==> src/rtl/cnnlbp_pkg.sv <==
package cnnlbp_pkg;

	localparam int ALIGN_WORDS = 262144;
	localparam int MAX_LAYERS  = 64;
	localparam int ADDR_BITS   = 32;

	// extended width for sums that are checked against the address range
	localparam int WIDE_BITS = ((ADDR_BITS > 32) ? ADDR_BITS : 32) + 2;
	localparam int CNT_BITS  = 7;
	localparam int IDX_BITS  = 6;

	localparam int DIM_BITS   = 10;
	localparam int ODIM_BITS  = 11;
	localparam int ACT_BITS   = 30;
	localparam int WINC_BITS  = 25;
	localparam int VOL_BITS   = 31;

	localparam int IN_DATA_W  = 48;
	localparam int IN_USER_W  = 3;
	localparam int OUT_DATA_W = 160;
	localparam int OUT_USER_W = 3;

	localparam int QUEUE_DEPTH = 2;

	// floor(n/3) == (n*2731) >> 13 for n below 2048
	localparam int RECIP3       = 2731;
	localparam int RECIP3_SHIFT = 13;

	typedef enum logic [1:0] {
		ST_OK   = 2'd0,
		ST_GEOM = 2'd1,
		ST_OVF  = 2'd2,
		ST_FULL = 2'd3
	} status_t;

	typedef enum logic [1:0] {
		FR_IDLE,
		FR_CALC,
		FR_PUSH
	} front_state_t;

	typedef enum logic [2:0] {
		MS_AREA,
		MS_ACT,
		MS_OW,
		MS_OH,
		MS_CC,
		MS_WT,
		MS_OO,
		MS_VOL
	} mul_step_t;

	typedef enum logic [1:0] {
		BK_IDLE,
		BK_ADD,
		BK_FIN
	} back_state_t;

	typedef struct packed {
		logic [ACT_BITS-1:0]  act_size;
		logic [WINC_BITS-1:0] wt_inc;
		logic [VOL_BITS-1:0]  out_vol;
		logic [ODIM_BITS-1:0] out_w;
		logic [ODIM_BITS-1:0] out_h;
		logic [DIM_BITS-1:0]  chan_out;
		logic                 geo_bad;
		logic                 is_conv;
		logic                 expand;
		logic                 advance;
		logic                 pool;
	} layer_job_t;

	typedef struct packed {
		logic full;
		logic empty;
	} queue_stat_t;

	typedef struct packed {
		logic [IDX_BITS-1:0]  layer_index;
		logic [31:0]          addr_input;
		logic [31:0]          addr_output;
		logic [31:0]          addr_weights;
		logic [ODIM_BITS-1:0] out_width;
		logic [ODIM_BITS-1:0] out_height;
		logic [31:0]          total_words;
	} result_t;

	function automatic logic [31:0] to_word(input logic [ADDR_BITS-1:0] a);
		logic [WIDE_BITS-1:0] t;
		t = WIDE_BITS'(a);
		return t[31:0];
	endfunction

endpackage

==> src/rtl/cnn_layer_buffer_planner.sv <==
// channel   | dir | tdata (low bit up)                                | tuser (low bit up)
// s_axis    | in  | in_width, in_height, chan_in, chan_out,            | is_conv, expand_flag,
//           |     | kernel_size, stride_sel, pad_on, advance_addr      | pool_mark
// m_axis    | out | layer_index, addr_input, addr_output,              | pool_out, status
//           |     | addr_weights, out_width, out_height, total_words   |
//
// the front takes one layer at a time and no new one while it works: one load, eight steps of its shared
// multiplier, one push into the two-entry job queue, which waits while the queue is full
// the back works one job at a time (pop, pointer bump and align, checks and state update)
// and stalls in its final check step only while the output register is still full
// s_tready falls while the front is busy or its job cannot enter a full queue
// reset clears the pointers, the layer count, the queue and the output valid
module cnn_layer_buffer_planner
	import cnnlbp_pkg::*;
(
	input  logic                  clk,
	input  logic                  arst_n,
	input  logic                  s_tvalid,
	output logic                  s_tready,
	// [9:0] in_width, [19:10] in_height, [29:20] chan_in, [39:30] chan_out,
	// [41:40] kernel_size, [43:42] stride_sel, [44] pad_on, [45] advance_addr
	input  logic [IN_DATA_W-1:0]  s_tdata,
	// [0] is_conv, [1] expand_flag, [2] pool_mark
	input  logic [IN_USER_W-1:0]  s_tuser,
	output logic                  m_tvalid,
	input  logic                  m_tready,
	// [5:0] layer_index, [37:6] addr_input, [69:38] addr_output,
	// [101:70] addr_weights, [112:102] out_width, [123:113] out_height,
	// [155:124] total_words
	output logic [OUT_DATA_W-1:0] m_tdata,
	// [0] pool_out, [2:1] status
	output logic [OUT_USER_W-1:0] m_tuser
);

	logic        push, pop, pool;
	layer_job_t  wr_job, rd_job;
	queue_stat_t q_stat;
	result_t     res;
	status_t     status;

	cnnlbp_front u_front (
		.clk      (clk),
		.arst_n   (arst_n),
		.in_valid (s_tvalid),
		.in_ready (s_tready),
		.in_data  (s_tdata),
		.in_user  (s_tuser),
		.push     (push),
		.push_job (wr_job),
		.q_stat   (q_stat)
	);

	cnnlbp_queue u_queue (
		.clk    (clk),
		.arst_n (arst_n),
		.push   (push),
		.wr_job (wr_job),
		.pop    (pop),
		.rd_job (rd_job),
		.stat   (q_stat)
	);

	cnnlbp_back u_back (
		.clk        (clk),
		.arst_n     (arst_n),
		.job        (rd_job),
		.q_stat     (q_stat),
		.pop        (pop),
		.out_valid  (m_tvalid),
		.out_ready  (m_tready),
		.res        (res),
		.out_status (status),
		.pool_out   (pool)
	);

	assign m_tdata = {4'b0000, res.total_words, res.out_height, res.out_width,
		res.addr_weights, res.addr_output, res.addr_input, res.layer_index};
	assign m_tuser = {status, pool};

endmodule

==> src/rtl/cnnlbp_front.sv <==
module cnnlbp_front
	import cnnlbp_pkg::*;
(
	input  logic                 clk,
	input  logic                 arst_n,
	input  logic                 in_valid,
	output logic                 in_ready,
	input  logic [IN_DATA_W-1:0] in_data,
	input  logic [IN_USER_W-1:0] in_user,
	output logic                 push,
	output layer_job_t           push_job,
	input  queue_stat_t          q_stat
);

	front_state_t state_q, state_d;
	mul_step_t    step_q, step_d;

	logic [DIM_BITS-1:0]  w_q, h_q, cin_q, cout_q;
	logic [1:0]           k_q, s_q;
	logic                 conv_q, exp_q, adv_q, pool_q;
	logic [ODIM_BITS-1:0] nw_q, nh_q;
	logic                 geo_bad_q;

	logic [19:0]          area_q, cc_q;
	logic [ACT_BITS-1:0]  act_q;
	logic [ODIM_BITS-1:0] ow_q, oh_q;
	logic [WINC_BITS-1:0] wt_q;
	logic [21:0]          oo_q;
	logic [VOL_BITS-1:0]  vol_q;

	logic [11:0] num_w, num_h;
	logic [3:0]  kk;
	logic [21:0] mul_a;
	logic [11:0] mul_b;
	logic [33:0] mul_p;
	logic        accept;

	function automatic logic [ODIM_BITS-1:0] stride_div(input logic [ODIM_BITS-1:0] n,
			input logic [1:0] s, input logic [33:0] p);
		logic [ODIM_BITS-1:0] q;
		case (s)
			2'd2: q = n >> 1;
			2'd3: q = p[RECIP3_SHIFT +: ODIM_BITS];
			default: q = n;
		endcase
		return q;
	endfunction

	assign in_ready = (state_q == FR_IDLE);
	assign accept   = in_valid && in_ready;

	// padded dimension minus kernel, sign bit flags a kernel that does not fit
	assign num_w = 12'(in_data[9:0]) + {10'd0, in_data[44], 1'b0} - 12'(in_data[41:40]);
	assign num_h = 12'(in_data[19:10]) + {10'd0, in_data[44], 1'b0} - 12'(in_data[41:40]);

	assign kk = {2'b00, k_q} * {2'b00, k_q};

	// one shared multiplier, one product per step
	always_comb begin
		mul_a = '0;
		mul_b = '0;
		unique case (step_q)
			MS_AREA: begin
				mul_a = 22'(w_q);
				mul_b = 12'(h_q);
			end
			MS_ACT: begin
				mul_a = 22'(area_q);
				mul_b = 12'(cin_q);
			end
			MS_OW: begin
				mul_a = 22'(nw_q);
				mul_b = 12'(RECIP3);
			end
			MS_OH: begin
				mul_a = 22'(nh_q);
				mul_b = 12'(RECIP3);
			end
			MS_CC: begin
				mul_a = 22'(cout_q);
				mul_b = 12'(cin_q);
			end
			MS_WT: begin
				mul_a = 22'(cc_q);
				mul_b = 12'(kk);
			end
			MS_OO: begin
				mul_a = 22'(ow_q);
				mul_b = 12'(oh_q);
			end
			MS_VOL: begin
				mul_a = oo_q;
				mul_b = 12'(cout_q);
			end
			default: begin
				mul_a = '0;
				mul_b = '0;
			end
		endcase
	end

	assign mul_p = 34'(mul_a) * 34'(mul_b);

	always_ff @(posedge clk or negedge arst_n) begin
		if (!arst_n) begin
			state_q <= FR_IDLE;
			step_q  <= MS_AREA;
		end else begin
			state_q <= state_d;
			step_q  <= step_d;
		end
	end

	always_comb begin
		state_d = state_q;
		step_d  = step_q;
		push    = 1'b0;
		unique case (state_q)
			FR_IDLE: begin
				if (in_valid) begin
					state_d = FR_CALC;
					step_d  = MS_AREA;
				end
			end
			FR_CALC: begin
				step_d = mul_step_t'(step_q + 3'd1);
				if (step_q == MS_VOL) begin
					state_d = FR_PUSH;
				end
			end
			FR_PUSH: begin
				if (!q_stat.full) begin
					push    = 1'b1;
					state_d = FR_IDLE;
				end
			end
			default: begin
				state_d = FR_IDLE;
			end
		endcase
	end

	always_ff @(posedge clk) begin
		if (accept) begin
			w_q       <= in_data[9:0];
			h_q       <= in_data[19:10];
			cin_q     <= in_data[29:20];
			cout_q    <= in_data[39:30];
			k_q       <= in_data[41:40];
			s_q       <= in_data[43:42];
			adv_q     <= in_data[45];
			conv_q    <= in_user[0];
			exp_q     <= in_user[1];
			pool_q    <= in_user[2];
			nw_q      <= num_w[ODIM_BITS-1:0];
			nh_q      <= num_h[ODIM_BITS-1:0];
			geo_bad_q <= num_w[11] | num_h[11];
		end
		if (state_q == FR_CALC) begin
			unique case (step_q)
				MS_AREA: area_q <= mul_p[19:0];
				MS_ACT:  act_q  <= mul_p[ACT_BITS-1:0];
				MS_OW:   ow_q   <= stride_div(nw_q, s_q, mul_p) + 11'd1;
				MS_OH:   oh_q   <= stride_div(nh_q, s_q, mul_p) + 11'd1;
				MS_CC:   cc_q   <= mul_p[19:0];
				MS_WT:   wt_q   <= WINC_BITS'(mul_p[23:0]) + WINC_BITS'(cout_q);
				MS_OO:   oo_q   <= mul_p[21:0];
				MS_VOL:  vol_q  <= mul_p[VOL_BITS-1:0];
				default: ;
			endcase
		end
	end

	always_comb begin
		push_job.act_size = act_q;
		push_job.wt_inc   = wt_q;
		push_job.out_vol  = vol_q;
		push_job.out_w    = ow_q;
		push_job.out_h    = oh_q;
		push_job.chan_out = cout_q;
		push_job.geo_bad  = geo_bad_q;
		push_job.is_conv  = conv_q;
		push_job.expand   = exp_q;
		push_job.advance  = adv_q;
		push_job.pool     = pool_q;
	end

endmodule

==> src/rtl/cnnlbp_queue.sv <==
module cnnlbp_queue
	import cnnlbp_pkg::*;
(
	input  logic        clk,
	input  logic        arst_n,
	input  logic        push,
	input  layer_job_t  wr_job,
	input  logic        pop,
	output layer_job_t  rd_job,
	output queue_stat_t stat
);

	localparam int PTR_BITS = $clog2(QUEUE_DEPTH);
	localparam int CNT_W    = $clog2(QUEUE_DEPTH + 1);

	layer_job_t          entry_q [QUEUE_DEPTH];
	logic [PTR_BITS-1:0] wr_ptr_q, rd_ptr_q;
	logic [CNT_W-1:0]    count_q;

	function automatic logic [PTR_BITS-1:0] ptr_inc(input logic [PTR_BITS-1:0] p);
		logic [PTR_BITS-1:0] r;
		if (p == PTR_BITS'(QUEUE_DEPTH - 1)) begin
			r = '0;
		end else begin
			r = p + 1'b1;
		end
		return r;
	endfunction

	assign stat.full  = (count_q == CNT_W'(QUEUE_DEPTH));
	assign stat.empty = (count_q == '0);
	assign rd_job     = entry_q[rd_ptr_q];

	always_ff @(posedge clk or negedge arst_n) begin
		if (!arst_n) begin
			wr_ptr_q <= '0;
			rd_ptr_q <= '0;
			count_q  <= '0;
		end else begin
			if (push) begin
				wr_ptr_q <= ptr_inc(wr_ptr_q);
			end
			if (pop) begin
				rd_ptr_q <= ptr_inc(rd_ptr_q);
			end
			if (push && !pop) begin
				count_q <= count_q + 1'b1;
			end else if (pop && !push) begin
				count_q <= count_q - 1'b1;
			end
		end
	end

	always_ff @(posedge clk) begin
		if (push) begin
			entry_q[wr_ptr_q] <= wr_job;
		end
	end

endmodule

==> src/rtl/cnnlbp_back.sv <==
module cnnlbp_back
	import cnnlbp_pkg::*;
(
	input  logic        clk,
	input  logic        arst_n,
	input  layer_job_t  job,
	input  queue_stat_t q_stat,
	output logic        pop,
	output logic        out_valid,
	input  logic        out_ready,
	output result_t     res,
	output status_t     out_status,
	output logic        pool_out
);

	localparam logic [WIDE_BITS-1:0] ALIGN_M1 = WIDE_BITS'(ALIGN_WORDS - 1);

	back_state_t state_q, state_d;
	layer_job_t  job_q;

	logic [ADDR_BITS-1:0] next_act_q, last_act_q, next_wt_q;
	logic [CNT_BITS-1:0]  count_q;
	logic [WIDE_BITS-1:0] new_next_q;

	logic    out_valid_q;
	result_t res_q;
	status_t status_q;
	logic    pool_q;

	logic [WIDE_BITS-1:0] next_w, rounded, a_out, total, new_wt;
	logic [ADDR_BITS-1:0] new_last;
	logic                 ovf, out_free, fin;
	status_t              st;

	assign out_free = !out_valid_q || out_ready;
	assign fin      = (state_q == BK_FIN) && out_free;

	assign next_w  = WIDE_BITS'(next_act_q);
	// bump past the input, then round up to the alignment boundary
	assign rounded = (next_w + WIDE_BITS'(job_q.act_size) + ALIGN_M1) & ~ALIGN_M1;

	always_comb begin
		a_out    = new_next_q + ((job_q.expand && !job_q.advance) ?
			WIDE_BITS'(job_q.chan_out) : '0);
		total    = new_next_q + WIDE_BITS'(job_q.out_vol);
		new_wt   = WIDE_BITS'(next_wt_q) + (job_q.is_conv ? WIDE_BITS'(job_q.wt_inc) : '0);
		new_last = job_q.advance ? next_act_q : last_act_q;
		ovf      = (new_next_q[WIDE_BITS-1:ADDR_BITS] != '0)
			|| (a_out[WIDE_BITS-1:ADDR_BITS] != '0)
			|| (total[WIDE_BITS-1:ADDR_BITS] != '0)
			|| (new_wt[WIDE_BITS-1:ADDR_BITS] != '0);
		if (count_q >= CNT_BITS'(MAX_LAYERS)) begin
			st = ST_FULL;
		end else if (job_q.geo_bad) begin
			st = ST_GEOM;
		end else if (ovf) begin
			st = ST_OVF;
		end else begin
			st = ST_OK;
		end
	end

	always_ff @(posedge clk or negedge arst_n) begin
		if (!arst_n) begin
			state_q <= BK_IDLE;
		end else begin
			state_q <= state_d;
		end
	end

	always_comb begin
		state_d = state_q;
		pop     = 1'b0;
		unique case (state_q)
			BK_IDLE: begin
				if (!q_stat.empty) begin
					pop     = 1'b1;
					state_d = BK_ADD;
				end
			end
			BK_ADD: begin
				state_d = BK_FIN;
			end
			BK_FIN: begin
				if (out_free) begin
					state_d = BK_IDLE;
				end
			end
			default: begin
				state_d = BK_IDLE;
			end
		endcase
	end

	always_ff @(posedge clk or negedge arst_n) begin
		if (!arst_n) begin
			out_valid_q <= 1'b0;
			next_act_q  <= '0;
			last_act_q  <= '0;
			next_wt_q   <= '0;
			count_q     <= '0;
		end else begin
			if (fin) begin
				out_valid_q <= 1'b1;
			end else if (out_ready) begin
				out_valid_q <= 1'b0;
			end
			if (fin && (st == ST_OK)) begin
				next_act_q <= new_next_q[ADDR_BITS-1:0];
				last_act_q <= new_last;
				next_wt_q  <= new_wt[ADDR_BITS-1:0];
				count_q    <= count_q + 1'b1;
			end
		end
	end

	always_ff @(posedge clk) begin
		if (pop) begin
			job_q <= job;
		end
		if (state_q == BK_ADD) begin
			new_next_q <= job_q.advance ? rounded : next_w;
		end
		if (fin) begin
			status_q <= st;
			pool_q   <= job_q.pool;
			if (st == ST_OK) begin
				res_q.layer_index  <= count_q[IDX_BITS-1:0];
				res_q.addr_input   <= to_word(new_last);
				res_q.addr_output  <= to_word(a_out[ADDR_BITS-1:0]);
				res_q.addr_weights <= to_word(next_wt_q);
				res_q.out_width    <= job_q.out_w;
				res_q.out_height   <= job_q.out_h;
				res_q.total_words  <= to_word(total[ADDR_BITS-1:0]);
			end else begin
				res_q <= '0;
			end
		end
	end

	assign out_valid  = out_valid_q;
	assign res        = res_q;
	assign out_status = status_q;
	assign pool_out   = pool_q;

endmodule

==> config.mk <==
export PLATFORM = sky130hd
export DESIGN_NAME = cnn_layer_buffer_planner
export DESIGN_NICKNAME = d
export VERILOG_FILES = /design/src/rtl/cnnlbp_pkg.sv /design/src/rtl/cnn_layer_buffer_planner.sv /design/src/rtl/cnnlbp_front.sv /design/src/rtl/cnnlbp_queue.sv /design/src/rtl/cnnlbp_back.sv
export SDC_FILE = /design/constraint.sdc
export NUM_CORES = 2
export LEC_CHECK = 0
export BUFFER_PORTS_ARGS = -buffer_cell sky130_fd_sc_hd__buf_2
export CORE_MARGIN = 2
export CORE_UTILIZATION = 56
export CTS_BUF_LIST = sky130_fd_sc_hd__clkbuf_4 sky130_fd_sc_hd__clkbuf_8 sky130_fd_sc_hd__clkbuf_16
export DETAILED_ROUTE_END_ITERATION = 6
export HOLD_SLACK_MARGIN = 0.06
export PLACE_DENSITY = 0.77
export REMOVE_ABC_BUFFERS = 1
export SYNTH_ARGS = -nofsm -noshare
export SYNTH_HDL_FRONTEND = slang
export SYNTH_SLANG_ARGS = --single-unit
==> constraint.sdc <==
create_clock -name clk -period 9.6 [get_ports clk]
set_input_delay 2.88 -clock clk [delete_from_list [all_inputs] [get_ports clk]]
set_output_delay 2.88 -clock clk [all_outputs]
set_load 0.03 [all_outputs]
==> results.md <==
- Top cells by area, synth: edfxtp_1 (50%), fa_1 (8.6%), dfrtp_1 (6.0%), ha_1 (5.6%), mux2_2 (4.5%)
- # DRC: 2
- Pre-CTS setup slack: 104 ps
- Post-DR vias/cell: 5.72
- R2R Path Start: u_front.step_q[0]
- Avg WL per Cell: 22.0 um
- Worst EP required: 9990 ps
- Slew margin rel.: 14.5%
- Final Wtd Congestion: 1.01
- Share of the synthesized area in the top cell type: 50.4%
- Mapped cell area: 47800 um^2
- Fin cells: 5198
- # port buffers: 213
- Max Clk Rate: 108 MHz
- Inst Count DP: 5018
- Max_cap viols: 0
- Yosys cell types: 79
- Core Footprint: 84900 um^2
- Final WS setup: 324 ps
- RSZ-0062 raised after global routing: no
- Most common cell in the netlist: edfxtp_1
- Synth Warn #: 0
- Final count of pins violating max slew: 0
- Largest net degree at the start of global routing: 84
- DR pass1 iterations: 7
- I/O pin count: 220
- GRT overflow: 0
- Fraction of layout cells with a size suffix above 1: 16.8%
- Full die area: 87600 um^2
- Failing checks: DRC
- Die Y-Extent: 296 um
- Slew @ Worst Pin: 1280 ps
- Final hold viol count: 0
- Crit path DAT: 9670 ps
- Antenna violations before repair: 3
- Gate Count Post-Synth: 3719
- Drt first-iter violations: 2377
- Leading area contributor after synthesis: edfxtp_1
- Die W: 296 um
- Run status: finished with violations
- All-Layer GR Usage: 26.5%
- Mean Syn Cell Area: 12.8 um^2
- Max Root-Sink Buffers: 3
- Vias in the first global route: 29913
- Starting Density: 56.3%
- Post-DRT Antenna Nets: 0
- H-tree Lvls: 3
- Clock Skews: 41.6 ps
- Drt total wl: 114 mm
- Post-synthesis sequential area ratio: 56.5%
- Setup Fix Bufs, Post-CTS: 0
- Post-route clock period utilization: 96.6%
- #FFs+latches synth: 917
- FP Rows: 107
- Hold Path Class: reg2reg
- CTS Buf Count: 93
- Crit Path Max Fanout: 13
- Critical path type: reg2reg
- Via count: 29714
- Commonest cells post-synth: edfxtp_1 (802), inv_1 (354), nand2_1 (319)
- CTS tree: done
- Clock sinks: 917
- Detailed Place HPWL: 82.5 mm
- CP Capture Type: flip-flop
- Number of synthesized flops with an enable pin: 802
- Final setup vio count: 0
- Final min period: 9280 ps
- Final nets: 4440
- Clock Latency Late Sink: 680 ps
- Worst setup path start: u_front.step_q[0]
- Wire length of the first global-routing pass: 175 mm
- Ys async rst share: 12.5%
- Synth Flop Type: edfxtp_1
- Clock Pin Slew Worst Setup and Hold Paths: 80 ps
- Area Growth Syn to Fin: 11.9%
- HP Start: u_back.job_q[0]
- Root cell of the clock tree: clkbuf_16
- Nature of the critical path startpoint: flip-flop
- Fillers: 6439
- Finished Core Util: 62.9%
## sequential cells by signal (all words and copies together) (netlist names), 7 cells and up
name and cells:
u_front.oo_q 22, u_front.nw_q 11, u_front.cin_q 10, u_back.last_act_q 32
u_front.h_q 10, u_back.next_wt_q 32, u_front.wt_q 25, u_back.new_next_q 33
u_front.nh_q 11, u_front.vol_q 31, u_back.next_act_q 32, u_front.act_q 30
u_back.job_q 123, u_front.area_q 20, u_front.cout_q 10, u_queue.entry_q 246
u_back.count_q 7, u_front.oh_q 11, u_front.w_q 10, u_front.cc_q 20
u_front.ow_q 11, u_back.res 156
## worst paths after layout
kind                                    endpoint  slack, ps  cells after the start
max reg2reg                      u_front.oh_q[9]        320                     25
max in group asynchronous    u_back.next_wt_q[0]       5910                      2
max                              u_front.oh_q[9]        320                     25
min reg2reg                      u_back.pool_out        430                      0
min in group asynchronous  u_back.next_act_q[13]       2290                      1
min                              u_back.pool_out        430                      0
## final cells by class
| cell class | count | area [um^2] | area share (%) |
|---|---|---|---|
| antenna | 4 | 10.0 | 0.0187 |
| clock buffer | 119 | 2570 | 4.81 |
| clock inverter | 57 | 485 | 0.909 |
| inverter | 355 | 1340 | 2.50 |
| multi-input combinational | 2314 | 19000 | 35.6 |
| sequential | 917 | 27000 | 50.5 |
| tap | 1144 | 1430 | 2.68 |
| timing repair buffer | 288 | 1630 | 3.05 |
## cell families after synthesis
kind of cell	count (synthesis)	synth area share [%]
AO/OA/AOI/OAI	508	7.14
buffers and inverters	491	3.95
adder cells (fa/ha/maj)	416	14.1
other	1	0.00785
flip-flops	917	56.5
XOR/XNOR	181	3.32
multiplexers	227	5.26
AND/OR/NAND/NOR	978	9.76
## repair_timing
action / 4_1_cts / 5_1_grt
hold buffers: 0 / 0
endpoints found under the hold margin: 0 / 0
setup endpoints to repair: 0 / 26
gates resized for setup: 0 / 4
## placed cells by master (no fill, tap or decap), types with 90 or more instances in the layout
master	count
nor2_1	212
and2_1	154
nand3_1	90
clkbuf_16	93
buf_2	212
xnor2_1	97
o21ai_0	133
edfxtp_1	802
mux2_2	191
fa_1	204
inv_1	352
a21oi_1	101
nand2_1	318
ha_1	212
dfrtp_1	114
## critical path, stage by stage, from the launching register on
cell and delay [ps]:
dfrtp_1 430, inv_1 100, ha_1 510, nor4_1 160, and2_2 340, nor3_2 410
nand2_1 490, o21ai_0 200, buf_4 240, nor2b_1 80, fa_1 470, fa_1 520
fa_1 520, fa_1 510, fa_1 490, ha_1 420, a21o_1 290, a21oi_1 170
o21ai_0 280, o21a_1 350, o311ai_2 930, a21oi_1 240, and3b_1 310, nand2_1 100
nor3b_1 290, xor2_1 110
## through the flow
stage	hold WS (ps)	cell area, um^2	setup TNS, ps
4_1_cts	428	53400	0
5_1_grt	431	53400	0
2_1_floorplan	400	47200	-574910
3_5_place_dp	421	50300	0
6_report	434	53400	0
3_3_place_gp	410	50300	0
## per-layer routing
metal | part of all wire [%] | vias up | track usage (%) | routed length, um
met5 | 0 | - | 0 | 0
met4 | 3.7 | 0 | 9.98 | 4250
met3 | 7.1 | 201 | 4.19 | 8130
met2 | 49 | 1110 | 44.3 | 55500
met1 | 41 | 14794 | 35.1 | 46300
li1 | - | 13609 | - | -
Power is not shown: default switching activity piles up to over one toggle a cycle in this logic, so the estimate is an artifact.
